**config.mk**
```make
export PLATFORM = sky130hd
export DESIGN_NAME = targa_pixel_stream_decoder_flat
export DESIGN_NICKNAME = d
export VERILOG_FILES = /design/src/sv/tgadec_pkg.sv /design/src/sv/tgadec_if.sv /design/src/sv/tgadec_front.sv /design/src/sv/tgadec_queue.sv /design/src/sv/tgadec_back.sv /design/src/sv/targa_pixel_stream_decoder.sv /design/src/flat_wrapper.sv
export SDC_FILE = /design/constraint.sdc
export NUM_CORES = 1
export LEC_CHECK = 0
export BUFFER_PORTS_ARGS = -buffer_cell sky130_fd_sc_hd__buf_4
export CORE_MARGIN = 5
export CORE_UTILIZATION = 35
export CTS_CLUSTER_DIAMETER = 100
export DETAILED_ROUTE_END_ITERATION = 7
export SLEW_MARGIN = 15
export SYNTH_ARGS = -nofsm -noshare
export SYNTH_HDL_FRONTEND = slang
export SYNTH_SLANG_ARGS = --single-unit
```
**constraint.sdc**
```tcl
create_clock -name clk -period 11.8 [get_ports clk]
set_clock_uncertainty 0.1 [all_clocks]
set_input_delay 0 -clock clk [delete_from_list [all_inputs] [get_ports clk]]
set_output_delay 0 -clock clk [all_outputs]
set_load 0.03 [all_outputs]
```
**src/sv/tgadec_pkg.sv**
```systemverilog
// ----------------------------------------------------------------------------
// tgadec_pkg
// Shared codes, constants and the command word of the TGA stream decoder.
// ----------------------------------------------------------------------------
package tgadec_pkg;

	localparam logic [1:0] KIND_HEADER = 2'd0;
	localparam logic [1:0] KIND_PIXEL  = 2'd1;
	localparam logic [1:0] KIND_ERROR  = 2'd2;

	localparam logic [7:0] RLE_IMAGE_TYPE = 8'd10;
	localparam logic [7:0] DEPTH_16       = 8'd16;
	localparam logic [7:0] DEPTH_24       = 8'd24;
	localparam logic [7:0] DEPTH_32       = 8'd32;

	localparam logic [2:0] CHAN_RGB  = 3'd3;
	localparam logic [2:0] CHAN_RGBA = 3'd4;

	localparam int QUEUE_DEPTH = 2;

	// One classified result on its way from the parser to the output stage
	typedef struct packed {
		logic [1:0]  kind;
		logic [31:0] pix_word;   // file bytes of the pixel, first byte lowest
		logic        fmt16;      // 5-5-5 packed pixel
		logic        has_alpha;
		logic [7:0]  repeat_count;
		logic [15:0] image_width;
		logic [15:0] image_height;
		logic [2:0]  channels;
		logic        last;
	} cmd_t;

endpackage

```
**src/sv/tgadec_if.sv**
```systemverilog
// ----------------------------------------------------------------------------
// tgadec_if
// Valid/ready channels of the TGA stream decoder: file bytes in, results out.
// ----------------------------------------------------------------------------
interface tgadec_in_if;
	logic       valid;
	logic       ready;
	logic [7:0] data_byte;
	logic       file_start;

	modport source (output valid, data_byte, file_start, input ready);
	modport sink (input valid, data_byte, file_start, output ready);
endinterface

interface tgadec_out_if;
	logic        valid;
	logic        ready;
	logic [1:0]  kind;
	logic [7:0]  red;
	logic [7:0]  green;
	logic [7:0]  blue;
	logic [7:0]  alpha;
	logic [7:0]  repeat_count;
	logic [15:0] image_width;
	logic [15:0] image_height;
	logic [2:0]  channels;
	logic        last;

	modport source (output valid, kind, red, green, blue, alpha, repeat_count,
		image_width, image_height, channels, last, input ready);
	modport sink (input valid, kind, red, green, blue, alpha, repeat_count,
		image_width, image_height, channels, last, output ready);
endinterface

```
**src/sv/tgadec_front.sv**
```systemverilog
// ----------------------------------------------------------------------------
// tgadec_front
// Byte parser: header fields, ID skip, RLE packet headers and pixel assembly.
// ----------------------------------------------------------------------------
module tgadec_front import tgadec_pkg::*; (
	input  logic           clk,
	input  logic           arst_n,
	tgadec_in_if.sink      byte_stream,
	output logic           cmd_valid,
	input  logic           cmd_ready,
	output cmd_t           cmd
);

	localparam logic [2:0] PH_HEADER = 3'd0;
	localparam logic [2:0] PH_SKIP   = 3'd1;
	localparam logic [2:0] PH_PACKET = 3'd2;
	localparam logic [2:0] PH_PIXEL  = 3'd3;
	localparam logic [2:0] PH_DONE   = 3'd4;

	logic [2:0]  phase_q, phase_d;
	logic [4:0]  hdr_pos_q, hdr_pos_d;
	logic [7:0]  id_len_q, id_len_d;
	logic        rle_q, rle_d;
	logic [15:0] width_q, width_d;
	logic [15:0] height_q, height_d;
	logic [7:0]  depth_q, depth_d;
	logic [31:0] area_q, area_d;
	logic [7:0]  skip_q, skip_d;
	logic [31:0] pix_rem_q, pix_rem_d;
	logic [7:0]  pkt_rem_q, pkt_rem_d;
	logic        pkt_rep_q, pkt_rep_d;
	logic [1:0]  bip_q, bip_d;
	logic [23:0] pix_bytes_q, pix_bytes_d;

	logic        take;
	logic [7:0]  b;
	logic [2:0]  phase_c;
	logic [4:0]  pos_c;
	logic [15:0] width_c;
	logic [15:0] height_c;
	logic [2:0]  chan;
	logic [1:0]  need;
	logic [1:0]  bip_next;
	logic [31:0] word;
	logic [7:0]  rep;
	logic [31:0] rem_after;
	logic [7:0]  pkt_after;

	assign byte_stream.ready = cmd_ready;
	assign take = byte_stream.valid && cmd_ready;
	assign b    = byte_stream.data_byte;
	assign chan = (depth_q == DEPTH_32) ? CHAN_RGBA : CHAN_RGB;
	assign need = depth_q[4:3];
	assign bip_next = bip_q + 2'd1;
	assign word = {8'h00, pix_bytes_q} | ({24'h0, b} << {bip_q, 3'b000});

	// run clipping and the pixel count that follows this pixel
	always_comb begin
		pkt_after = pkt_rem_q;
		rep = 8'd1;
		if (rle_q) begin
			if (pkt_rep_q) begin
				rep = (pix_rem_q < {24'h0, pkt_rem_q}) ? pix_rem_q[7:0] : pkt_rem_q;
				pkt_after = 8'd0;
			end else if (pkt_rem_q != 8'd0) begin
				pkt_after = pkt_rem_q - 8'd1;
			end
		end
		rem_after = pix_rem_q - {24'h0, rep};
	end

	always_comb begin
		phase_d     = phase_q;
		hdr_pos_d   = hdr_pos_q;
		id_len_d    = id_len_q;
		rle_d       = rle_q;
		width_d     = width_q;
		height_d    = height_q;
		depth_d     = depth_q;
		area_d      = area_q;
		skip_d      = skip_q;
		pix_rem_d   = pix_rem_q;
		pkt_rem_d   = pkt_rem_q;
		pkt_rep_d   = pkt_rep_q;
		bip_d       = bip_q;
		pix_bytes_d = pix_bytes_q;
		cmd_valid   = 1'b0;
		cmd              = '0;
		cmd.image_width  = width_q;
		cmd.image_height = height_q;

		// a new file restarts the header walk on this very word
		phase_c  = byte_stream.file_start ? PH_HEADER : phase_q;
		pos_c    = byte_stream.file_start ? 5'd0 : hdr_pos_q;
		width_c  = byte_stream.file_start ? 16'h0 : width_q;
		height_c = byte_stream.file_start ? 16'h0 : height_q;

		if (take) begin
			phase_d  = phase_c;
			width_d  = width_c;
			height_d = height_c;
			unique case (phase_c)
				PH_HEADER: begin
					hdr_pos_d = pos_c + 5'd1;
					unique case (pos_c)
						5'd0:  id_len_d = b;
						5'd2:  rle_d = (b == RLE_IMAGE_TYPE);
						5'd12: width_d = {width_c[15:8], b};
						5'd13: width_d = {b, width_c[7:0]};
						5'd14: height_d = {height_c[15:8], b};
						5'd15: height_d = {b, height_c[7:0]};
						5'd16: begin
							if (b == DEPTH_24 || b == DEPTH_32 || (b == DEPTH_16 && !rle_q))
								depth_d = b;
							else
								depth_d = 8'd0;
							area_d = {16'h0, width_c} * {16'h0, height_c};
						end
						5'd17: begin
							cmd_valid = 1'b1;
							cmd.last  = 1'b1;
							if (depth_q == 8'd0) begin
								phase_d  = PH_DONE;
								cmd.kind = KIND_ERROR;
							end else begin
								cmd.kind     = KIND_HEADER;
								cmd.channels = chan;
								pix_rem_d    = area_q;
								if (area_q == 32'd0) begin
									phase_d = PH_DONE;
								end else begin
									cmd.last = 1'b0;
									if (id_len_q != 8'd0) begin
										skip_d  = id_len_q;
										phase_d = PH_SKIP;
									end else begin
										phase_d     = rle_q ? PH_PACKET : PH_PIXEL;
										bip_d       = 2'd0;
										pix_bytes_d = 24'h0;
									end
								end
							end
						end
						default: ;
					endcase
				end
				PH_SKIP: begin
					skip_d = skip_q - 8'd1;
					if (skip_q == 8'd1) begin
						phase_d     = rle_q ? PH_PACKET : PH_PIXEL;
						bip_d       = 2'd0;
						pix_bytes_d = 24'h0;
					end
				end
				PH_PACKET: begin
					pkt_rep_d   = b[7];
					pkt_rem_d   = {1'b0, b[6:0]} + 8'd1;
					phase_d     = PH_PIXEL;
					bip_d       = 2'd0;
					pix_bytes_d = 24'h0;
				end
				PH_PIXEL: begin
					if (bip_next != need) begin
						bip_d = bip_next;
						pix_bytes_d = word[23:0];
					end else begin
						bip_d            = 2'd0;
						pix_bytes_d      = 24'h0;
						cmd_valid        = 1'b1;
						cmd.kind         = KIND_PIXEL;
						cmd.pix_word     = word;
						cmd.fmt16        = (depth_q == DEPTH_16);
						cmd.has_alpha    = (depth_q == DEPTH_32);
						cmd.repeat_count = rep;
						cmd.channels     = chan;
						cmd.last         = (rem_after == 32'd0);
						pkt_rem_d        = pkt_after;
						pix_rem_d        = rem_after;
						if (rle_q && pkt_after == 8'd0)
							phase_d = PH_PACKET;
						if (rem_after == 32'd0)
							phase_d = PH_DONE;
					end
				end
				PH_DONE: ;
				default: phase_d = PH_DONE;
			endcase
		end
	end

	always_ff @(posedge clk or negedge arst_n) begin
		if (!arst_n) begin
			phase_q     <= PH_HEADER;
			hdr_pos_q   <= '0;
			id_len_q    <= '0;
			rle_q       <= 1'b0;
			width_q     <= '0;
			height_q    <= '0;
			depth_q     <= '0;
			area_q      <= '0;
			skip_q      <= '0;
			pix_rem_q   <= '0;
			pkt_rem_q   <= '0;
			pkt_rep_q   <= 1'b0;
			bip_q       <= '0;
			pix_bytes_q <= '0;
		end else begin
			phase_q     <= phase_d;
			hdr_pos_q   <= hdr_pos_d;
			id_len_q    <= id_len_d;
			rle_q       <= rle_d;
			width_q     <= width_d;
			height_q    <= height_d;
			depth_q     <= depth_d;
			area_q      <= area_d;
			skip_q      <= skip_d;
			pix_rem_q   <= pix_rem_d;
			pkt_rem_q   <= pkt_rem_d;
			pkt_rep_q   <= pkt_rep_d;
			bip_q       <= bip_d;
			pix_bytes_q <= pix_bytes_d;
		end
	end

endmodule

```
**src/sv/tgadec_queue.sv**
```systemverilog
// ----------------------------------------------------------------------------
// tgadec_queue
// Small first-in first-out buffer of commands between parser and output stage.
// ----------------------------------------------------------------------------
module tgadec_queue import tgadec_pkg::*; #(
	parameter int DEPTH = QUEUE_DEPTH
) (
	input  logic clk,
	input  logic arst_n,
	input  logic push_valid,
	output logic push_ready,
	input  cmd_t push_data,
	output logic pop_valid,
	input  logic pop_ready,
	output cmd_t pop_data
);

	localparam int PW = (DEPTH > 1) ? $clog2(DEPTH) : 1;
	localparam int CW = $clog2(DEPTH + 1);

	cmd_t          mem_q [DEPTH];
	logic [PW-1:0] wr_ptr_q;
	logic [PW-1:0] rd_ptr_q;
	logic [CW-1:0] count_q;
	logic          push;
	logic          pop;

	assign push_ready = (count_q != CW'(DEPTH));
	assign pop_valid  = (count_q != '0);
	assign pop_data   = mem_q[rd_ptr_q];
	assign push       = push_valid && push_ready;
	assign pop        = pop_valid && pop_ready;

	always_ff @(posedge clk) begin
		if (push)
			mem_q[wr_ptr_q] <= push_data;
	end

	always_ff @(posedge clk or negedge arst_n) begin
		if (!arst_n) begin
			wr_ptr_q <= '0;
			rd_ptr_q <= '0;
			count_q  <= '0;
		end else begin
			if (push)
				wr_ptr_q <= (wr_ptr_q == PW'(DEPTH - 1)) ? '0 : wr_ptr_q + PW'(1);
			if (pop)
				rd_ptr_q <= (rd_ptr_q == PW'(DEPTH - 1)) ? '0 : rd_ptr_q + PW'(1);
			if (push && !pop)
				count_q <= count_q + CW'(1);
			else if (pop && !push)
				count_q <= count_q - CW'(1);
		end
	end

endmodule

```
**src/sv/tgadec_back.sv**
```systemverilog
// ----------------------------------------------------------------------------
// tgadec_back
// Output stage: reorders pixel bytes to RGB(A), widens 5-5-5, holds the result.
// ----------------------------------------------------------------------------
module tgadec_back import tgadec_pkg::*; (
	input  logic         clk,
	input  logic         arst_n,
	input  logic         cmd_valid,
	output logic         cmd_ready,
	input  cmd_t         cmd,
	tgadec_out_if.source result_stream
);

	typedef struct packed {
		logic [1:0]  kind;
		logic [7:0]  red;
		logic [7:0]  green;
		logic [7:0]  blue;
		logic [7:0]  alpha;
		logic [7:0]  repeat_count;
		logic [15:0] image_width;
		logic [15:0] image_height;
		logic [2:0]  channels;
		logic        last;
	} res_t;

	res_t res_q;
	res_t res_d;
	logic valid_q;

	assign cmd_ready = !valid_q || result_stream.ready;

	always_comb begin
		res_d.kind         = cmd.kind;
		res_d.repeat_count = cmd.repeat_count;
		res_d.image_width  = cmd.image_width;
		res_d.image_height = cmd.image_height;
		res_d.channels     = cmd.channels;
		res_d.last         = cmd.last;
		if (cmd.fmt16) begin
			res_d.blue  = {cmd.pix_word[4:0], 3'b000};
			res_d.green = {cmd.pix_word[9:5], 3'b000};
			res_d.red   = {cmd.pix_word[14:10], 3'b000};
			res_d.alpha = 8'h00;
		end else begin
			res_d.blue  = cmd.pix_word[7:0];
			res_d.green = cmd.pix_word[15:8];
			res_d.red   = cmd.pix_word[23:16];
			res_d.alpha = cmd.has_alpha ? cmd.pix_word[31:24] : 8'h00;
		end
	end

	always_ff @(posedge clk) begin
		if (cmd_valid && cmd_ready)
			res_q <= res_d;
	end

	always_ff @(posedge clk or negedge arst_n) begin
		if (!arst_n)
			valid_q <= 1'b0;
		else if (cmd_ready)
			valid_q <= cmd_valid;
	end

	assign result_stream.valid        = valid_q;
	assign result_stream.kind         = res_q.kind;
	assign result_stream.red          = res_q.red;
	assign result_stream.green        = res_q.green;
	assign result_stream.blue         = res_q.blue;
	assign result_stream.alpha        = res_q.alpha;
	assign result_stream.repeat_count = res_q.repeat_count;
	assign result_stream.image_width  = res_q.image_width;
	assign result_stream.image_height = res_q.image_height;
	assign result_stream.channels     = res_q.channels;
	assign result_stream.last         = res_q.last;

endmodule

```
**src/sv/targa_pixel_stream_decoder.sv**
```systemverilog
// ----------------------------------------------------------------------------
// targa_pixel_stream_decoder
// TGA file decoder: header, ID skip, raw and RLE truecolour pixels as runs.
// ----------------------------------------------------------------------------
//  channel        dir  payload                                   words
//  byte_stream    in   data_byte, file_start                     one file byte
//  result_stream  out  kind, red..alpha, repeat_count, size,     one result
//                      channels, last
//
//  One file byte per cycle while the queue has room; header, packet and pixel state
//  advance on each byte taken. A result passes the queue, then the output register.
//  The header result follows header byte 17; the width by height product is
//  registered on byte 16.
//  arst_n clears all parser state, empties the queue and drops the output valid.
//  A two-word queue parts the parser from the output register; byte_stream.ready
//  falls only while that queue is full.
module targa_pixel_stream_decoder import tgadec_pkg::*; #(
	parameter int QDEPTH = QUEUE_DEPTH
) (
	input  logic         clk,
	input  logic         arst_n,
	tgadec_in_if.sink    byte_stream,
	tgadec_out_if.source result_stream
);

	logic push_valid;
	logic push_ready;
	cmd_t push_data;
	logic pop_valid;
	logic pop_ready;
	cmd_t pop_data;

	tgadec_front u_front (
		.clk         (clk),
		.arst_n      (arst_n),
		.byte_stream (byte_stream),
		.cmd_valid   (push_valid),
		.cmd_ready   (push_ready),
		.cmd         (push_data)
	);

	tgadec_queue #(
		.DEPTH (QDEPTH)
	) u_queue (
		.clk        (clk),
		.arst_n     (arst_n),
		.push_valid (push_valid),
		.push_ready (push_ready),
		.push_data  (push_data),
		.pop_valid  (pop_valid),
		.pop_ready  (pop_ready),
		.pop_data   (pop_data)
	);

	tgadec_back u_back (
		.clk           (clk),
		.arst_n        (arst_n),
		.cmd_valid     (pop_valid),
		.cmd_ready     (pop_ready),
		.cmd           (pop_data),
		.result_stream (result_stream)
	);

endmodule

```
**src/flat_wrapper.sv**
```systemverilog
// flat-port wrapper written by rule: the top's interface ports become plain ports
module targa_pixel_stream_decoder_flat import tgadec_pkg::*;
#(
	parameter int QDEPTH = QUEUE_DEPTH
)
  (clk, arst_n, byte_stream_valid, byte_stream_data_byte, byte_stream_file_start, byte_stream_ready, result_stream_valid, result_stream_kind, result_stream_red, result_stream_green, result_stream_blue, result_stream_alpha, result_stream_repeat_count, result_stream_image_width, result_stream_image_height, result_stream_channels, result_stream_last, result_stream_ready);
  tgadec_in_if byte_stream_i ();
  tgadec_out_if result_stream_i ();
  input  logic clk;
  input  logic arst_n;
  input wire logic [$bits(byte_stream_i.valid)-1:0] byte_stream_valid;
  input wire logic [$bits(byte_stream_i.data_byte)-1:0] byte_stream_data_byte;
  input wire logic [$bits(byte_stream_i.file_start)-1:0] byte_stream_file_start;
  output wire logic [$bits(byte_stream_i.ready)-1:0] byte_stream_ready;
  output wire logic [$bits(result_stream_i.valid)-1:0] result_stream_valid;
  output wire logic [$bits(result_stream_i.kind)-1:0] result_stream_kind;
  output wire logic [$bits(result_stream_i.red)-1:0] result_stream_red;
  output wire logic [$bits(result_stream_i.green)-1:0] result_stream_green;
  output wire logic [$bits(result_stream_i.blue)-1:0] result_stream_blue;
  output wire logic [$bits(result_stream_i.alpha)-1:0] result_stream_alpha;
  output wire logic [$bits(result_stream_i.repeat_count)-1:0] result_stream_repeat_count;
  output wire logic [$bits(result_stream_i.image_width)-1:0] result_stream_image_width;
  output wire logic [$bits(result_stream_i.image_height)-1:0] result_stream_image_height;
  output wire logic [$bits(result_stream_i.channels)-1:0] result_stream_channels;
  output wire logic [$bits(result_stream_i.last)-1:0] result_stream_last;
  input wire logic [$bits(result_stream_i.ready)-1:0] result_stream_ready;
  assign byte_stream_i.valid = byte_stream_valid;
  assign byte_stream_i.data_byte = byte_stream_data_byte;
  assign byte_stream_i.file_start = byte_stream_file_start;
  assign byte_stream_ready = byte_stream_i.ready;
  assign result_stream_valid = result_stream_i.valid;
  assign result_stream_kind = result_stream_i.kind;
  assign result_stream_red = result_stream_i.red;
  assign result_stream_green = result_stream_i.green;
  assign result_stream_blue = result_stream_i.blue;
  assign result_stream_alpha = result_stream_i.alpha;
  assign result_stream_repeat_count = result_stream_i.repeat_count;
  assign result_stream_image_width = result_stream_i.image_width;
  assign result_stream_image_height = result_stream_i.image_height;
  assign result_stream_channels = result_stream_i.channels;
  assign result_stream_last = result_stream_i.last;
  assign result_stream_i.ready = result_stream_ready;
  targa_pixel_stream_decoder #(.QDEPTH(QDEPTH)) u_core (.clk(clk), .arst_n(arst_n), .byte_stream(byte_stream_i), .result_stream(result_stream_i));
endmodule
```
## Yosys cells after proc, flatten, opt, wreduce, memory -nomap -nowiden

Memory sizes are Yosys's and may differ from the RTL's.
Cells that the tools add are included.

| cells by class | value |
|---|---|
| multipliers | 1 |
| bitwise gates (word level) | 2 |
| shift operators | 1 |
| $add $sub $neg | 10 |
| muxes and demuxes | 75 |
| equality and inequality tests | 27 |
| $lt $le $gt $ge | 1 |
| reductions and logical operators | 38 |

Operator list:

| operator | count |
|---|---|
| $mux 24 | 6 |
| $mux 32 | 4 |
| $mux 8 | 13 |
| $pmux 24 s4 | 1 |
| $logic_not 32->1 | 2 |
| $mux 16 | 4 |
| $pmux 16 s2 | 2 |
| $pmux 32 s2 | 1 |
| $mux 44 | 1 |
| $mux 43 | 1 |
| $mux 42 | 1 |
| $lt 32x8->1 | 1 |
| $mul 16x16->32 | 1 |
| $or 24x32->32 | 1 |
| $pmux 8 s2 | 2 |
| $shl 8x5->32 | 1 |
| $sub 32x8->32 | 1 |
| $mux 3 | 9 |
| $eq 8x5->1 const B | 3 |
| $mux 2 | 11 |
| $eq 5x4->1 const B | 4 |
| $eq 8x6->1 const B | 2 |
| $logic_not 8->1 | 2 |
| $mux 4 | 4 |
| 38 further kinds | 77 |

| storage, ports and cells | value |
|---|---|
| flip-flop bits (word level) | 247 |
| bits in writable memories | 160 |
| memories | 1 |
| output and inout port bits | 80 |
| input bits | 13 |

Memory list:

| name | words | bits a word | rd ports | clocked after memory_dff | wr ports | RTL line | source |
|---|---|---|---|---|---|---|---|
| u_core.u_queue.mem_q | 2 | 80 | 1 | 0 | 1 | tgadec_queue.sv:21 | `cmd_t mem_q [DEPTH];` |

## Logic depth before layout (Yosys ltp)

Gate-level depths: netlist of run 1.

| logic depth | value |
|---|---|
| depth after elaboration | 10 |
| depth in mapped cells | 27 |
| gate-level depth less buffers | 24 |

## Modules after synthesis

From an unflattened synthesis of run 1, not the netlist that was laid out.

| second synthesis, totals | value |
|---|---|
| cells, all modules | 2452 |
| area, all modules | 26942.1 um^2 |

By module, submodules not included:

| module | times used | sequential area each (um^2) | cells each | area each (um^2) |
|---|---|---|---|---|
| tgadec_front | 1 | 4103.9 | 2067 | 17820.8 |
| tgadec_queue | 1 | 4904.7 | 267 | 6367.4 |
| tgadec_back | 1 | 2367.3 | 118 | 2753.9 |

## Worst setup path after synthesis of run 1

OpenSTA, ideal clock, no wires.

| timing | value |
|---|---|
| kind | reg2reg |
| from | reg u_core.u_front.width_q[10] |
| to | reg u_core.u_front.area_q[30] |
| clock period less this slack | 6338 ps |
| cell stages (with the launch flop) | 25 |
| slack | 5462 ps |
| path buffers | 2 |
| required time | 11624 ps |
| arrival | 6161 ps |
| path through | dfrtp_1 buf_1 nor2b_1 clkbuf_1 nand2_1 fa_1 inv_1 fa_1 inv_1 fa_1 fa_1 inv_1 fa_1 inv_1 fa_1 inv_1 ha_1 a21oi_1 nor2_1 a2111oi_0 and3_1 o31ai_1 a22o_1 o311a_1 o21ai_1 |

| between the ends | value |
|---|---|
| cells in the longest elaborated chain, start to end | 2 |

RTL lines:

| what | RTL line | source |
|---|---|---|
| start: declaration | tgadec_front.sv:24 | `logic [15:0] width_q, width_d;` |
| start signal: assignment | tgadec_front.sv:212 | `width_q <= width_d;` |
| $mux 16 | tgadec_front.sv:95 | `width_c = byte_stream.file_start ? 16'h0 : width_q;` |
| $mul 16x16->32 | tgadec_front.sv:117 | `area_d = {16'h0, width_c} * {16'h0, height_c};` |
| end signal: assignment | tgadec_front.sv:215 | `area_q <= area_d;` |
| end: declaration | tgadec_front.sv:27 | `logic [31:0] area_q, area_d;` |

Every way passes these cells.
A chain may end at the register's enable or synchronous reset.

## Final worst setup path of run 1

| timing | value |
|---|---|
| from | in byte_stream_file_start |
| to | reg u_core.u_front.area_q[30] |

| between the ends | value |
|---|---|
| cells in the longest elaborated chain, start to end | 3 |
| elaborated cells on any way between the ends | 8 |

RTL lines:

| what | RTL line | source |
|---|---|---|
| start: declaration | flat_wrapper.sv:13 | `input wire logic [$bits(byte_stream_i.file_start)-1:0] byte_stream_file_start;` |
| parallel branches: the longest is 3 deep, another holds $mul 16x16->32 | -- |  |

Several ways; the timed one is not identified.

==> qor.csv, run 1 <==
metric,value,unit
initial_utilization,35.1,%
post-dp-hpwl,49900,µm
p_leak,12.2,nW
postLayoutCellArea,29800,µm²
worstSetupEndpointType,flop,
hold_depth,4,
cp_delay_by_family_top,adder cells,
irDropWorstVdd,0.0964,mV
critical_path_startpoint_category,input port,
routabilityCongestion,0.882,
rows,101,
synth_area,26600,µm²
power.density_cell_area,161,nW/µm²
share_of_the_yosys_chip_area_belonging_to_registers,42.5,%
count_of_state_elements_after_synthesis,404,
max_slew.worst_pin.slew,1190,ps
grt_overflow_total,0,
period_share,62.1,%
post_route_core_utilization,39.4,%
outcome,completed,
number_of_max_slew_violations_in_the_final_report,0,
data_arrival_time_of_the_critical_path,7710,ps
via_count,18800,
drive_above_1_share,10.9,%
max_stage_delay,990,ps
insertedDiodeCount,0,
drc_markers,0,
clock_tree.buffer_depth,3,
final_nets,2928,
grt_first_pass_wirelength,110000,µm
htree_num_levels,2,
synth_edf_count,235,
netlist_instances,2535,
timing.final.ws_setup,4480,ps
setup_repair_after_global_routing_missed_its_margin,false,
place_inst,3507,
critical_path.slowest_cell,sky130_fd_sc_hd__nor2b_1,
cp.required,12190,ps
largest_net_degree_at_the_start_of_global_routing,74,
firstDrtPassIters,8,
grt_util_all_layers,16.7,%
master_cell_of_the_clock_root_buffer,sky130_fd_sc_hd__clkbuf_16,
antenna_found_initial,3,
totalWireLength,68400,µm
syn-num-nets,2875,
synth_top_flop_cell,sky130_fd_sc_hd__edfxtp_1,
syn_area_per_cell,10.5,µm²
setup_viol_count_final,0,
final.min_clock_period,7320,ps
maxClockFrequency,0.137,GHz
detail-route-antenna-nets,0,
cts_tree,built,
fp.dieW,285,µm
number_of_buffers_and_inverters_on_the_critical_path,7,
worst_r2r_path_depth,22,
clk_transition_reported_paths,60,ps
timing.critical_path.cells,dlygate4sd3_1 > buf_4 > nor2b_1 > nand2_1 > fa_1 > inv_1 > fa_1 > inv_1 > fa_1 > fa_1 > inv_1 > fa_1 > inv_1 > fa_1 > inv_1 > ha_1 > a21oi_1 > nor2_1 > a2111oi_0 > and3_1 > o31ai_1 > a22o_1 > o311a_1 > o21ai_1,
design.portCount,93,
vias_per_cell,5.23,
fin_cells,3600,
cts-buffers-inserted,42,
area_of_the_placeable_core,75600,µm²
vias_in_the_first_global_route,19600,
synth.distinct_cells,80,
critical_path_peak_fanout,47,
worstHoldPathType,in2reg,
final.setup.tns,0,ps
timing.critical_path.mode_cell,sky130_fd_sc_hd__fa_1,
port_buffers,92,
finalHoldViolCount,0,
synthToLayoutAreaGrowth,12.2,%
max-slew-margin-rel,20.4,%
drv_cap,0,
wire_per_inst,19.0,µm
dpl_worst_slack,4510,ps
dieHeight,285,µm
clock_sink_count,404,
worstSetupPathType,in2reg,
yosys_warnings,0,
proportion_of_synthesized_flip_flops_having_asynchronous_set_or_reset,41.8,%
critical_path_depth,24,
placedInstanceArea,28200,µm²
initialDrtViolationCount,1287,
clock_latency,580,ps
fp.dieArea,81500,µm²
post_cts_resized,0,
## tightest hold or removal path, stage by stage
cell	delay [ps]
sky130_fd_sc_hd__dlygate4sd3_1	530
sky130_fd_sc_hd__buf_4	100
sky130_fd_sc_hd__nand2b_1	120
sky130_fd_sc_hd__nand2_1	50
## cell usage after synthesis (7+ instances only)
cell type / instances / area (µm²)
sky130_fd_sc_hd__nand2_1: 326 / 1220
sky130_fd_sc_hd__nand4_1: 15 / 93.8
sky130_fd_sc_hd__mux2i_1: 38 / 380
sky130_fd_sc_hd__a22o_1: 12 / 105
sky130_fd_sc_hd__fa_1: 195 / 3900
sky130_fd_sc_hd__a21o_1: 18 / 135
sky130_fd_sc_hd__buf_2: 9 / 45.0
sky130_fd_sc_hd__mux2_2: 63 / 709
sky130_fd_sc_hd__clkbuf_1: 104 / 390
sky130_fd_sc_hd__and3_1: 20 / 125
sky130_fd_sc_hd__inv_1: 254 / 953
sky130_fd_sc_hd__nand3_1: 33 / 165
sky130_fd_sc_hd__o22ai_1: 11 / 68.8
sky130_fd_sc_hd__o21ai_1: 12 / 60.1
sky130_fd_sc_hd__and2_1: 101 / 632
sky130_fd_sc_hd__a21oi_1: 146 / 731
sky130_fd_sc_hd__a211oi_1: 19 / 143
sky130_fd_sc_hd__nor4_1: 23 / 144
sky130_fd_sc_hd__xor2_1: 17 / 149
sky130_fd_sc_hd__a22oi_1: 11 / 82.6
sky130_fd_sc_hd__nor2b_1: 55 / 344
sky130_fd_sc_hd__or3_1: 11 / 68.8
sky130_fd_sc_hd__ha_1: 132 / 1650
sky130_fd_sc_hd__o21ai_0: 122 / 611
sky130_fd_sc_hd__a31oi_1: 10 / 62.6
sky130_fd_sc_hd__nand3b_1: 7 / 52.6
sky130_fd_sc_hd__nand2b_1: 16 / 100
sky130_fd_sc_hd__a32o_1: 18 / 180
sky130_fd_sc_hd__xnor2_1: 28 / 245
sky130_fd_sc_hd__buf_1: 11 / 41.3
sky130_fd_sc_hd__edfxtp_1: 235 / 7060
sky130_fd_sc_hd__nor3_1: 34 / 170
sky130_fd_sc_hd__dfrtp_1: 169 / 4230
sky130_fd_sc_hd__nor2_1: 162 / 608
sky130_fd_sc_hd__o31ai_1: 9 / 67.6
## cell families (layout without fill, tap and decap cells)
| family | Yosys count | count (layout) | synth area share (%) |
|---|---|---|---|
| compound gates | 442 | 442 | 10.3 |
| simple gates | 834 | 834 | 15.2 |
| fa+ha+maj | 327 | 327 | 20.9 |
| mux | 101 | 101 | 4.10 |
| xor+xnor | 45 | 45 | 1.48 |
| flops | 404 | 404 | 42.5 |
| buf+inv | 382 | 469 | 5.50 |
## path summary, 6_finish.rpt
check                      slack [ps]                      start                           endpoint
min in group asynchronous         420                     arst_n          u_core.u_front.area_q[28]
min reg2reg                       390  u_core.u_front.depth_q[7]          u_core.u_front.depth_q[7]
max                              4480     byte_stream_file_start          u_core.u_front.area_q[30]
min                               170        result_stream_ready  u_core.u_back.result_stream.valid
max in group asynchronous        9340                     arst_n            u_core.u_queue.rd_ptr_q
max reg2reg                      4480  u_core.u_front.width_q[9]          u_core.u_front.area_q[30]
## power by group
part	internal, W	switching [W]	total, W
Clock	0.000765	0.000577	0.00134
Combinational	0.000543	0.000934	0.00148
Sequential	0.00176	0.000219	0.00198
## per-layer routing
metal  track usage, %  vias to the layer above  share of wire, %
met3             2.17                      122               5.0
met4             5.24                        0               3.0
li1                 -                     8734                 -
met1             22.2                     9469                43
met2             28.7                      503                49
met5                0                        -                 0
## cell usage in the layout, fill, tap and decap left out, types with 44 or more instances in the layout
cell and count:
sky130_fd_sc_hd__ha_1 132, sky130_fd_sc_hd__mux2_2 63, sky130_fd_sc_hd__buf_4 121, sky130_fd_sc_hd__a21oi_1 146, sky130_fd_sc_hd__nand2_1 326, sky130_fd_sc_hd__dfrtp_1 168
sky130_fd_sc_hd__edfxtp_1 235, sky130_fd_sc_hd__and2_1 100, sky130_fd_sc_hd__nor2b_1 54, sky130_fd_sc_hd__nor2_1 161, sky130_fd_sc_hd__o21ai_0 122, sky130_fd_sc_hd__fa_1 195
sky130_fd_sc_hd__clkbuf_16 44, sky130_fd_sc_hd__inv_1 253
## layout make-up
type | count | area, µm²
clock buffer | 53 | 1180
clock inverter | 25 | 223
fill | 7286 | 45800
inverter | 255 | 958
multi-input combinational | 1749 | 13800
sequential | 404 | 11300
tap | 978 | 1220
timing repair buffer | 136 | 1080
## stage by stage
step / total power (W) / hold slack [ps]
after floorplan: 0.00299 / -396
after global placement: 0.00345 / -144
after detailed placement: 0.00348 / -141
after CTS: 0.00484 / 154
after global routing: 0.00506 / 214
final: 0.00480 / 173
## flip-flops by register name, summed over array words and instances (netlist names), 16 cells and up
name                                      count
u_core.u_back.result_stream.image_width      16
u_core.u_front.height_q                      16
u_core.u_front.pix_bytes_q                   24
u_core.u_front.width_q                       16
u_core.u_front.area_q                        32
u_core.u_front.pix_rem_q                     32
u_core.u_queue.mem_q                        158
u_core.u_back.result_stream.image_height     16
## repair_timing
item                      CTS  global route
buffers inserted            0             0
hold endpoints to repair  237             0
hold buffers               14             0
(Power assumes the default switching activity.)
==> run 2: changes to the inputs <==
--- a/config.mk
+++ b/config.mk
@@ -5,6 +5,7 @@
 export SDC_FILE = /design/constraint.sdc
 export NUM_CORES = 1
 export LEC_CHECK = 0
+export ABC_AREA = 1
 export BUFFER_PORTS_ARGS = -buffer_cell sky130_fd_sc_hd__buf_4
 export CORE_MARGIN = 5
 export CORE_UTILIZATION = 35
==> constraint.sdc (replaced) <==
create_clock -name clk -period 6 [get_ports clk]
set_clock_uncertainty 0.1 [all_clocks]
set_input_delay 0 -clock clk [delete_from_list [all_inputs] [get_ports clk]]
set_output_delay 0 -clock clk [all_outputs]
set_load 0.03 [all_outputs]
==> run 2 against run 1 <==
Synthesized cell count increased by 19%. First-iteration DRC count grew 27%. Design area increased by 11%. Cell count increased by 22%. Worst hold slack worse by 120 ps. Non-clock buffer count up 210. Utilization rose by 3.3 points. Die area grew 2.3%. Sequential share of layout area shrank 3.7 points. Synthesized area increased by 2.4%. Critical path type is now reg2reg.
==> qor.csv, run 2 <==
metric,value,unit,change
vias_in_the_first_global_route,21800,,+11%
syn_area_per_cell,8.98,µm²,-14%
yosys-top-cells-area,"sky130_fd_sc_hd__edfxtp_1, sky130_fd_sc_hd__dfrtp_1, sky130_fd_sc_hd__fa_1",,
drive_above_1_share,17.8,%,+6.9 points
post-dp-hpwl,59000,µm,+18%
clock_latency,580,ps,about the same
max_slew.worst_pin.slew,1020,ps,-176 ps
count_of_state_elements_after_synthesis,404,,unchanged
post_synth_mux_area_share,0.331,%,-3.8 points
worstSetupEndpointType,flop,,
cts-buffers-inserted,42,,unchanged
final.min_clock_period,5870,ps,
final_nets,3667,,+25%
yosys-top-cells-count,"sky130_fd_sc_hd__nand2_1, sky130_fd_sc_hd__inv_1, sky130_fd_sc_hd__nor2_1",,
initialDrtViolationCount,1636,,+27%
area_of_the_placeable_core,77200,µm²,+2.2%
place_inst,4271,,+22%
final.setup.tns,0,ps,unchanged
cp.required,6360,ps,-5830 ps
initial_utilization,35.2,%,+0.076 points
worstSetupPathType,reg2reg,,
hold_depth,6,,+2
post-synth-top-count-cell,sky130_fd_sc_hd__nand2_1,,
synthSimpleGateAreaFrac,19.3,%,+4.2 points
clock_tree.buffer_depth,3,,unchanged
proportion_of_synthesized_flip_flops_having_asynchronous_set_or_reset,41.8,%,unchanged
finalHoldWorstSlack,52.1,ps,-121 ps
dpl_worst_slack,-89.4,ps,-4600 ps
synth.distinct_cells,60,,-25%
data_arrival_time_of_the_critical_path,6230,ps,-1480 ps
synthAdderAreaFrac,20.4,%,-0.49 points
synth_top_flop_cell,sky130_fd_sc_hd__edfxtp_1,,
synth_top_cell_area_share,25.9,%,-0.62 points
register_area,11300,µm²,about the same
reg_top3,"u_core.u_queue.mem_q (158), u_core.u_front.area_q (32), u_core.u_front.pix_rem_q (32)",,
library_cell_occupying_the_most_area_in_the_post_synthesis_netlist,sky130_fd_sc_hd__edfxtp_1,,
fp.dieArea,83400,µm²,+2.3%
synth_xor_xnor_area_share,1.32,%,-0.16 points
master_cell_of_the_clock_root_buffer,sky130_fd_sc_hd__clkbuf_16,,
port_buffers,92,,unchanged
worst_r2r_path_depth,22,,unchanged
worstHoldPathType,in2reg,,
mostFrequentLayoutCells,"sky130_fd_sc_hd__nand2_1, sky130_fd_sc_hd__inv_1, sky130_fd_sc_hd__buf_4, sky130_fd_sc_hd__nor2_1, sky130_fd_sc_hd__edfxtp_1",,
dieHeight,289,µm,+1.1%
share_of_the_yosys_chip_area_belonging_to_registers,41.5,%,-0.99 points
synthToLayoutAreaGrowth,21.3,%,
outcome,completed,,
multiInputGateArea,14300,µm²,+3.1%
fin_cells,4401,,+22%
design.portCount,93,,unchanged
timing.final.ws_setup,129,ps,-4350 ps
grt_first_pass_wirelength,122000,µm,+11%
via_count,21600,,+15%
drc_markers,0,,unchanged
timing.reg2reg.setup_slack,130,ps,-4350 ps
clk_transition_reported_paths,80,ps,+20 ps
totalWireLength,77500,µm,+13%
largest_register,u_core.u_queue.mem_q,,
cts_tree,built,,
wire_per_inst,17.6,µm,-7.4%
timing.rr.end,u_core.u_front.area_q[31],,
period_share,97.8,%,
synth_area,27200,µm²,+2.4%
r2r_start,u_core.u_front.height_q[7],,
rows,102,,+0.99%
largest_register_ffs,158,,unchanged
maxClockFrequency,0.170,GHz,
hold_path.startpoint,byte_stream_file_start,,
setup_viol_count_final,0,,unchanged
setup_repair_after_global_routing_missed_its_margin,true,,
layout.cells.most_common,sky130_fd_sc_hd__nand2_1,,
grt_overflow_total,0,,unchanged
insertedDiodeCount,0,,unchanged
number_of_max_slew_violations_in_the_final_report,0,,unchanged
netlist_instances,3028,,+19%
yosys_warnings,0,,unchanged
critical_path_startpoint_category,flop,,
fp.dieW,289,µm,+1.1%
drv_cap,0,,unchanged
synth_edf_count,235,,unchanged
max-slew-margin-rel,32.3,%,+12 points
grt_util_all_layers,18.4,%,+1.7 points
firstDrtPassIters,5,,-3
critical_path_peak_fanout,6,,-87%
fill_cells,7531,,+3.4%
routabilityCongestion,0.957,,+8.6%
synth_compound_gate_area_share,8.74,%,-1.6 points
vias_per_cell,4.92,,-6.0%
finalHoldViolCount,0,,unchanged
worst_hold_path.endpoint,u_core.u_front.height_q[3],,
antenna_found_initial,0,,-3
clock_sink_count,404,,unchanged
largest_net_degree_at_the_start_of_global_routing,79,,+6.8%
syn-num-nets,3368,,+17%
detail-route-antenna-nets,0,,unchanged
synth_top_family_by_area,adder cells,,
htree_num_levels,2,,unchanged
-- run 2: changes by cell type in the layout (fill, tap and decap cells not counted), sizes merged, moves of 55 or more --
cell   before  now
and2      101    1
buf       123  321
inv       257  492
mux2       63    0
nand2     326  719
nand3      33  102
nor2      163  308
nor2b      55    0
-- run 2: through the flow --
step,cell area (µm²),utilization [%]
after global placement,30400,39.4
final,33000,42.7
after CTS,32200,41.7
after floorplan,27200,-
after global routing,33000,42.7
after detailed placement,30400,39.4
-- run 2: worst max-delay path, cell delays in order (launching register included) --
cell	delay, ps
sky130_fd_sc_hd__dfrtp_1	360
sky130_fd_sc_hd__inv_1	60
sky130_fd_sc_hd__nor2_2	150
sky130_fd_sc_hd__buf_4	210
sky130_fd_sc_hd__nand2_1	90
sky130_fd_sc_hd__fa_1	570
sky130_fd_sc_hd__fa_1	460
sky130_fd_sc_hd__fa_1	530
sky130_fd_sc_hd__fa_1	570
sky130_fd_sc_hd__fa_1	590
sky130_fd_sc_hd__inv_2	50
sky130_fd_sc_hd__fa_2	550
sky130_fd_sc_hd__ha_4	230
sky130_fd_sc_hd__a21oi_4	130
sky130_fd_sc_hd__o21ai_1	90
sky130_fd_sc_hd__a21oi_1	170
sky130_fd_sc_hd__o211ai_1	110
sky130_fd_sc_hd__buf_4	170
sky130_fd_sc_hd__nand2_2	60
sky130_fd_sc_hd__o2111ai_2	100
sky130_fd_sc_hd__or2_4	260
sky130_fd_sc_hd__nand3_1	60
sky130_fd_sc_hd__o21ai_1	60
-- run 2: what timing repair did --
| action | in CTS | in global routing |
|---|---|---|
| hold buffers | 25 | 0 |
| endpoints found under the setup margin | 12 | 19 |
| setup buffers | 3 | 22 |
| resized for setup | 17 | 162 |
| gates cloned | 0 | 2 |
| pin swaps | 2 | 50 |
| endpoints found under the hold margin | 170 | 0 |
-- run 2: logic make-up after synthesis --
kind of cell,count (synthesis)
AND/OR/NAND/NOR,1255
buffers and inverters,587
AO/OA/AOI/OAI,405
flip-flops,404
adder cells (fa/ha/maj),327
XOR/XNOR,41
multiplexers,9
-- run 2: worst max path at each step --
stage                                      endpoint                   startpoint
after floorplan           u_core.u_front.area_q[26]   u_core.u_front.height_q[7]
after global placement    u_core.u_front.area_q[20]       byte_stream_file_start
after detailed placement  u_core.u_front.area_q[21]   u_core.u_front.height_q[5]
after CTS                 u_core.u_front.area_q[26]  u_core.u_front.height_q[10]
after global routing      u_core.u_front.area_q[31]   u_core.u_front.height_q[4]
final                     u_core.u_front.area_q[31]   u_core.u_front.height_q[7]
-- run 2: metal layers --
metal	wire length [µm]	vias up	global-route usage, %
met1	33700	10600	25.0
met3	4500	128	3.00
met5	0	-	0
met4	2050	0	4.64
met2	37200	586	31.1
li1	-	10400	-
-- run 2: final cells by class --
type | instances | share of cell area (%)
tap | 1040 | 3.94
inverter | 496 | 5.69
timing repair buffer | 346 | 8.55
multi-input combinational | 2037 | 43.3
clock buffer | 49 | 3.36
clock inverter | 29 | 0.978
sequential | 404 | 34.2
Power of run 2 is left out: the tool's default activity adds up to more than one toggle a clock period on the data nets, which glitch-free logic cannot reach.
==> run 3: changes to the inputs <==
--- a/config.mk
+++ b/config.mk
@@ -7,10 +7,12 @@
 export LEC_CHECK = 0
 export ABC_AREA = 1
 export BUFFER_PORTS_ARGS = -buffer_cell sky130_fd_sc_hd__buf_4
+export CAP_MARGIN = 20
 export CORE_MARGIN = 5
-export CORE_UTILIZATION = 35
+export CORE_UTILIZATION = 58
 export CTS_CLUSTER_DIAMETER = 100
 export DETAILED_ROUTE_END_ITERATION = 7
+export PLACE_DENSITY = 0.78
 export SLEW_MARGIN = 15
 export SYNTH_ARGS = -nofsm -noshare
 export SYNTH_HDL_FRONTEND = slang
==> run 3 against run 2 <==
Design area is 3.0% lower. Via count is 4.7% higher. Wire length is 1.6% higher. Flip-flop and latch count unchanged. The flow now finishes with violations (negative setup slack). Non-clock buffer count decreased by 14. First-iteration DRC count increased by 45%. Cell count down 10%. Global-route usage grew 12 points. Clock-buffer cell count up 8. Worst setup slack lost 180 ps.
==> qor.csv, run 3 (synthesis results as in run 2) <==
metric,value,unit,change
final_nets,3654,,-0.35%
wire_per_inst,19.9,µm,+13%
finalHoldWorstSlack,58.5,ps,+6.39 ps
synthToLayoutAreaGrowth,17.7,%,
cp.required,6400,ps,+40 ps
dpl_worst_slack,-105,ps,-16.1 ps
port_buffers,92,,unchanged
drc_markers,0,,unchanged
grt_overflow_total,0,,unchanged
number_of_max_slew_violations_in_the_final_report,0,,unchanged
final.setup.tns,-99.1,ps,-99.1 ps
critical_path_startpoint_category,flop,,
final.min_clock_period,6050,ps,+180 ps
routabilityCongestion,1.04,,+8.4%
totalWireLength,78700,µm,+1.6%
max_slew.worst_pin.slew,1120,ps,+100 ps
clock_latency,590,ps,about the same
max-slew-margin-rel,25.3,%,-7.0 points
dieHeight,227,µm,-22%
worstSetupPathType,reg2reg,,
via_count,22700,,+4.7%
clock_sink_count,404,,unchanged
firstDrtPassIters,8,,+3
grt_util_all_layers,30.4,%,+12 points
maxClockFrequency,0.165,GHz,-3.0%
register_area,11300,µm²,about the same
reg_top3,"u_core.u_queue.mem_q (158), u_core.u_front.area_q (32), u_core.u_front.pix_rem_q (32)",,
placedInstanceArea,29800,µm²,-2.0%
drv_cap,0,,unchanged
outcome,finished with violations,,
antenna_found_initial,1,,+1
largest_net_degree_at_the_start_of_global_routing,144,,+82%
post-dp-hpwl,59000,µm,about the same
largest_register_ffs,158,,unchanged
detail-route-antenna-nets,0,,unchanged
initial_utilization,58.5,%,+23 points
worst_r2r_path_depth,26,,+18%
initialDrtViolationCount,2375,,+45%
worstHoldPathType,in2reg,,
cts_tree,built,,
largest_register,u_core.u_queue.mem_q,,
data_arrival_time_of_the_critical_path,6450,ps,+220 ps
multiInputGateArea,14100,µm²,-1.3%
master_cell_of_the_clock_root_buffer,sky130_fd_sc_hd__clkbuf_16,,
cts-buffers-inserted,43,,+2.4%
clk_transition_reported_paths,70,ps,about the same
fp.dieArea,51300,µm²,-38%
critical_path_peak_fanout,7,,+1
hold_depth,5,,-1
mostFrequentLayoutCells,"sky130_fd_sc_hd__nand2_1, sky130_fd_sc_hd__inv_1, sky130_fd_sc_hd__buf_4, sky130_fd_sc_hd__nor2_1, sky130_fd_sc_hd__edfxtp_1",,
setup_repair_after_global_routing_missed_its_margin,true,,
drive_above_1_share,15.7,%,-2.1 points
timing.final.ws_setup,-50.9,ps,-180 ps
fp.dieW,227,µm,-22%
clock_tree.buffer_depth,3,,unchanged
area_of_the_placeable_core,46500,µm²,-40%
design.portCount,93,,unchanged
rows,79,,-23%
postLayoutCellArea,32000,µm²,-3.0%
finalHoldViolCount,0,,unchanged
htree_num_levels,2,,unchanged
layout.cells.most_common,sky130_fd_sc_hd__nand2_1,,
vias_in_the_first_global_route,22500,,+3.2%
vias_per_cell,5.73,,+16%
period_share,101,%,+3.0 points
worstSetupEndpointType,flop,,
fill_cells,3568,,-53%
violations,negative setup slack,,
grt_first_pass_wirelength,122000,µm,about the same
setup_viol_count_final,4,,+4
-- run 3: through the flow --
stage	std cells	utilization, %
floorplan	3028	-
global placement	3832	64.2
detailed placement	3832	64.2
CTS	3937	67.7
global route	3953	68.9
finish	3955	68.9
-- run 3: cell type report --
type | count | area share [%]
Antenna cell | 2 | 0.0156
Clock buffer | 57 | 3.66
Clock inverter | 20 | 0.485
Inverter | 496 | 5.87
Multi-Input combinational cell | 2037 | 44.0
Sequential cell | 404 | 35.3
Tap cell | 607 | 2.37
Timing Repair Buffer | 332 | 8.28
-- run 3: routing by layer --
layer	track usage [%]	routed length (µm)
met5	0	9
met4	9.84	2940
met3	6.84	7090
met2	48.6	36700
met1	41.9	32000
-- run 3: critical path, cell delays in order (launching register included) --
cell                        delay, ps
sky130_fd_sc_hd__dfrtp_1          350
sky130_fd_sc_hd__inv_1             60
sky130_fd_sc_hd__nor2_1           120
sky130_fd_sc_hd__buf_4            200
sky130_fd_sc_hd__buf_4            150
sky130_fd_sc_hd__nand2_1           70
sky130_fd_sc_hd__fa_1             510
sky130_fd_sc_hd__inv_1             70
sky130_fd_sc_hd__fa_1             480
sky130_fd_sc_hd__fa_1             520
sky130_fd_sc_hd__inv_1             60
sky130_fd_sc_hd__fa_1             500
sky130_fd_sc_hd__fa_1             500
sky130_fd_sc_hd__inv_1             60
sky130_fd_sc_hd__fa_1             490
sky130_fd_sc_hd__ha_4             320
sky130_fd_sc_hd__nand2_2           70
sky130_fd_sc_hd__nor2_1           100
sky130_fd_sc_hd__inv_1             70
sky130_fd_sc_hd__nor3_2           180
sky130_fd_sc_hd__nand3_1          100
sky130_fd_sc_hd__o211ai_1         330
sky130_fd_sc_hd__nand2_1          120
sky130_fd_sc_hd__o2111ai_2         90
sky130_fd_sc_hd__or2_4            150
sky130_fd_sc_hd__nand3_1           70
sky130_fd_sc_hd__o21ai_1          100
-- run 3: path summary, 6_finish.rpt --
check,endpoint,slack [ps],startpoint
hold reg to reg,u_core.u_queue.mem_q[0][10],380,u_core.u_front.height_q[6]
setup reg to reg,u_core.u_front.area_q[31],-50,u_core.u_front.height_q[4]
max in group asynchronous,u_core.u_front.pix_rem_q[24],4540,arst_n
setup / recovery,u_core.u_front.area_q[31],-50,u_core.u_front.height_q[4]
min in group asynchronous,u_core.u_front.width_q[8],400,arst_n
hold / removal,u_core.u_front.height_q[2],60,byte_stream_file_start
-- run 3: timing repair --
| action | CTS | global route |
|---|---|---|
| resized for setup | 9 | 102 |
| hold buffers | 27 | 0 |
| setup endpoints to repair | 12 | 19 |
| setup buffers | 1 | 16 |
| hold endpoints to repair | 283 | 0 |
| pin swaps | 1 | 28 |
| cloned | 0 | 0 |
Power of run 3 is left out for the same reason.
